--- config.mk ---
export PLATFORM = sky130hd
export DESIGN_NAME = ppmd_cfg
export DESIGN_NICKNAME = d
export VERILOG_FILES = /design/src/rtl/ppmd_pkg.sv /design/src/rtl/ppmd_cfg.sv
export SDC_FILE = /design/constraint.sdc
export NUM_CORES = 1
export LEC_CHECK = 0
export BUFFER_PORTS_ARGS = -buffer_cell sky130_fd_sc_hd__buf_2
export CAP_MARGIN = 5
export CELL_PAD_IN_SITES_DETAIL_PLACEMENT = 1
export CELL_PAD_IN_SITES_GLOBAL_PLACEMENT = 1
export CORE_UTILIZATION = 40
export DETAILED_ROUTE_END_ITERATION = 10
export PLACE_DENSITY_LB_ADDON = 0.05
export SYNTH_ARGS = -nofsm -noshare
export SYNTH_HDL_FRONTEND = slang
export SYNTH_SLANG_ARGS = --single-unit
--- constraint.sdc ---
create_clock -name clk -period 1.1 [get_ports clk]
set_clock_uncertainty 0.15 [all_clocks]
set_input_delay 0.22 -clock clk [delete_from_list [all_inputs] [get_ports clk]]
set_output_delay 0.22 -clock clk [all_outputs]
set_load 0.03 [all_outputs]
--- src/rtl/ppmd_pkg.sv ---
// ----------------------------------------------------------------------------
// ppmd_pkg: shared types and constants for the position PID motor drive
// Field widths, register indexes, reset values and the structs that pass
// between the configuration file, the control law and the top level.
// ----------------------------------------------------------------------------
package ppmd_pkg;

    localparam int POS_W       = 24;
    localparam int ERR_W       = POS_W + 1;
    localparam int DIFF_W      = ERR_W + 1;
    localparam int SUM_W       = 40;
    localparam int GAIN_W      = 16;
    localparam int LIMIT_W     = 15;
    localparam int DEAD_W      = 8;
    localparam int CMD_W       = 16;
    localparam int MAG_W       = 16;
    localparam int FRAC_W      = 8;
    localparam int PROD_P_W    = GAIN_W + ERR_W;
    localparam int PROD_I_W    = GAIN_W + SUM_W;
    localparam int PROD_D_W    = GAIN_W + DIFF_W;
    localparam int ACC_W       = PROD_I_W + 2;
    localparam int SCALED_W    = ACC_W - FRAC_W;
    localparam int CFG_IDX_W   = 3;
    localparam int CFG_DATA_W  = 16;
    localparam int IN_TDATA_W  = 48;
    localparam int OUT_TDATA_W = 40;
    localparam int OUT_PAD_W   = OUT_TDATA_W - CMD_W - 1 - MAG_W;

    localparam logic signed [GAIN_W-1:0] GAIN_P_RESET     = 16'sd384;
    localparam logic signed [GAIN_W-1:0] GAIN_I_RESET     = 16'sd0;
    localparam logic signed [GAIN_W-1:0] GAIN_D_RESET     = 16'sd768;
    localparam logic [LIMIT_W-1:0]       DRIVE_LIMIT_RESET = 15'd255;
    localparam logic [DEAD_W-1:0]        DEAD_ZONE_RESET   = 8'd0;

    typedef enum logic [CFG_IDX_W-1:0] {
        REG_GAIN_P       = 3'd0,
        REG_GAIN_I       = 3'd1,
        REG_GAIN_D       = 3'd2,
        REG_FORWARD_LOCK = 3'd3,
        REG_REVERSE_LOCK = 3'd4,
        REG_DRIVE_LIMIT  = 3'd5,
        REG_DEAD_ZONE    = 3'd6
    } cfg_reg_t;

    typedef struct packed {
        logic signed [GAIN_W-1:0] gain_p;
        logic signed [GAIN_W-1:0] gain_i;
        logic signed [GAIN_W-1:0] gain_d;
        logic                     forward_lock;
        logic                     reverse_lock;
        logic [LIMIT_W-1:0]       drive_limit;
        logic [DEAD_W-1:0]        dead_zone;
    } cfg_t;

    typedef struct packed {
        logic signed [ERR_W-1:0]  error;
        logic signed [SUM_W-1:0]  error_sum;
        logic signed [DIFF_W-1:0] error_diff;
        logic                     locked;
    } law_in_t;

    typedef struct packed {
        logic signed [CMD_W-1:0] drive_cmd;
        logic                    direction;
        logic [MAG_W-1:0]        magnitude;
        logic                    locked;
    } law_out_t;

endpackage

--- src/rtl/ppmd_cfg.sv ---
// ----------------------------------------------------------------------------
// ppmd_cfg: configuration register file
// Holds gains, direction locks, drive limit and dead-zone offset.
// ----------------------------------------------------------------------------
module ppmd_cfg
    import ppmd_pkg::*;
(
    input  logic                  clk,
    input  logic                  rst_n,
    input  logic                  cfg_valid,
    output logic                  cfg_ready,
    input  logic [CFG_IDX_W-1:0]  cfg_index,
    input  logic [CFG_DATA_W-1:0] cfg_data,
    output cfg_t                  cfg
);

    cfg_t cfg_reg;

    assign cfg_ready = 1'b1;
    assign cfg      = cfg_reg;

    always_ff @(posedge clk or negedge rst_n)
    begin
        if (!rst_n)
        begin
            cfg_reg.gain_p       <= GAIN_P_RESET;
            cfg_reg.gain_i       <= GAIN_I_RESET;
            cfg_reg.gain_d       <= GAIN_D_RESET;
            cfg_reg.forward_lock <= 1'b0;
            cfg_reg.reverse_lock <= 1'b0;
            cfg_reg.drive_limit  <= DRIVE_LIMIT_RESET;
            cfg_reg.dead_zone    <= DEAD_ZONE_RESET;
        end
        else if (cfg_valid)
        begin
            // drop writes to unknown indexes
            case (cfg_reg_t'(cfg_index))
                REG_GAIN_P:       cfg_reg.gain_p       <= $signed(cfg_data[GAIN_W-1:0]);
                REG_GAIN_I:       cfg_reg.gain_i       <= $signed(cfg_data[GAIN_W-1:0]);
                REG_GAIN_D:       cfg_reg.gain_d       <= $signed(cfg_data[GAIN_W-1:0]);
                REG_FORWARD_LOCK: cfg_reg.forward_lock <= cfg_data[0];
                REG_REVERSE_LOCK: cfg_reg.reverse_lock <= cfg_data[0];
                REG_DRIVE_LIMIT:  cfg_reg.drive_limit  <= cfg_data[LIMIT_W-1:0];
                REG_DEAD_ZONE:    cfg_reg.dead_zone    <= cfg_data[DEAD_W-1:0];
                default:          ;
            endcase
        end
    end

endmodule

==> reports/qor.txt <==
Final worst setup slack = -0.377 ns
TritonCTS buffer count = 9
Core Area = 6830 um2
P per Cell Area = 2270 nW/um2
Failing checks = setup timing
Synthesized area = 2840 um2
Initial antenna violation count = 0
Starting Density = 0.416
GRT Total Usage = 0.268
Peak VDD IR = 0.00130 V
N_diodes = 0
Vias in the first global route = 2346
Yosys top cell by area = dfrtp_1
Final Critical Period = 1.48 ns
Placed instance area = 3680 um2
Area Growth Syn to Fin = 78.1%
Ranking of synthesized cells by area = dfrtp_1, mux2_2, dfstp_2
GRT Max-Usage Layer = met2
Final hold viol count = 0
Yosys warning count = 0
Drc violations = 0
Met2 GRT Util = 0.486
GP Congestion = 0.664
Crit path kind = reg2out
Layout cells sized above 1 = 0.792
Rows = 30
Met3 Use GR = 0.0543
Clock share of power = 0.255
DR iter-0 viols = 102
Drt wl/cell = 26.9 um
Syn_nets = 184
Die Y = 86.2 um
Cell variety after synth = 12
Share of the synthesized area in the top cell type = 0.538
CP max stage cell = dfstp_2
Final instance area = 5060 um2
CTS H-tree lvls = 3
Leakage power = 2.43 nW
Non-Filler Instances = 432
Final period util = 1.34
Inst Count DP = 359
Comb pwr share = 0.402
Clock transition at path regs = 0.10 ns
Internal power = 7.50 mW
Nets@finish = 353
#FFs+latches synth = 73
Clock Path Buffers = 2
DP HPWL = 4.60 mm
CP arrival = 1.11 ns
CTS tree = built
Clk Latency, worst-skew pair = 0.36 ns
IO Pins = 96
Async SR Flop Fraction = 1.00
# fillers = 569
RSZ-0062 raised after global routing = true
Crit path buffers/inverters = 1
Req. time, crit path = 0.73 ns
Status = finished with violations
Met1 usage = 0.310
Power Total = 11.5 mW
Synth Flop Type = dfrtp_1
Crit. End Element = output pin
Post-synthesis sequential area ratio = 0.649
GRT overflow = 0
FMAX = 677 MHz
CP top delay family = flip-flops
CP Max Fanout = 2
Root buf cell = clkbuf_8
Endpoints failing setup = 105
Psw = 3.97 mW
Synth top cells by count = mux2_2, dfrtp_1, dfstp_2, buf_6, and4bb_2
Vias = 2171
Die area = 7440 um2
Startpoint types = register
Post-Synthesis Cells = 162
Sequence of cells on the critical path = buf_6
Switch share = 0.346
# port buffers = 94
Slew Viols, Final = 0
MaxCap Viol Count = 0
Sink Count = 73
Router iterations before antenna repair = 4
Post-synth EDFFs = 0
CP peak stage delay = 0.58 ns
Sequential power share = 0.343
Max reg flops = 73
Syn avg cell area = 17.5 um2
Vias/cell = 5.03
Post-route antenna net violation count = 0
Setup TNS = -17.36 ns
Die Wd = 86.2 um
Most common cell in the synthesized netlist = mux2_2
Final wirelength = 11.6 mm
HP Class = in2reg
Global-route wire length before repair = 14.2 mm
Largest net degree at the start of global routing = 41
logic make-up (layout without fill, tap and decap cells):
logic type / Yosys count / in the layout / synth area share
buffers and inverters: 8 / 182 / 0.0273
and+or+nand+nor: 7 / 7 / 0.0331
DFF: 73 / 73 / 0.649
muxes: 73 / 73 / 0.290
other: 1 / 1 / 0.00132
worst paths after layout:
kind                             start      end  slack, ns  cells after the start
min in group asynchronous        rst_n  cfg[22]       0.12                      2
setup reg to reg               cfg[42]  cfg[42]      -0.13                      3
max in group asynchronous        rst_n  cfg[15]       0.13                      3
hold reg to reg                cfg[60]  cfg[60]       0.40                      1
setup / recovery               cfg[64]  cfg[64]      -0.38                      1
hold / removal             cfg_data[8]  cfg[65]       0.02                      2
final cells by class:
type	count	area, um2	share of cell area
flip-flops and latches	73	1840	0.364
multi-input cells	81	1120	0.221
clock buffers	9	124	0.0245
clock inverters	7	141	0.0280
well taps	96	120	0.0238
repair buffers	166	1710	0.338
routing by layer:
layer | wire length (um) | vias up
met5 | 0 | -
met4 | 335 | 0
met3 | 463 | 24
met2 | 6260 | 94
met1 | 4590 | 1141
li1 | - | 912
through the flow:
step,util,hold WS [ns],setup slack [ns]
finish,0.740,0.0163,-0.377
global route,0.740,0.0209,-0.378
CTS,0.704,0.00577,-0.320
detailed placement,0.539,-0.0670,-0.434
global placement,0.539,-0.0731,-0.406
floorplan,-,-0.226,-0.418
what timing repair did:
item	4_1_cts	5_1_grt
hold buffers	6	0
cloned	2	0
pin swaps	2	2
setup buffers	30	31
endpoints found under the setup margin	112	115
resized for setup	169	28
endpoints found under the hold margin	78	0
power by group through the flow:
stage	clock network, mW	logic (mW)	registers [mW]
3_5_place_dp	0	2.88	3.69
6_report	2.93	4.61	3.93
2_1_floorplan	0	0.736	4.90
5_1_grt	3.03	4.75	3.96
3_3_place_gp	0	2.84	3.67
4_1_cts	2.83	4.02	3.78
placed cells by master (no fill, tap or decap), types with 2 or more instances in the layout:
| cell | count |
|---|---|
| dfrtp_1 | 61 |
| buf_4 | 38 |
| buf_8 | 2 |
| mux2_4 | 49 |
| buf_2 | 18 |
| dlygate4sd3_1 | 6 |
| mux2_2 | 24 |
| buf_6 | 92 |
| clkbuf_8 | 9 |
| dfstp_2 | 12 |
| and4bb_4 | 2 |
| nand4b_1 | 2 |
| buf_12 | 9 |
| bufinv_16 | 4 |
No activity file was read; power rests on OpenSTA's default activity.
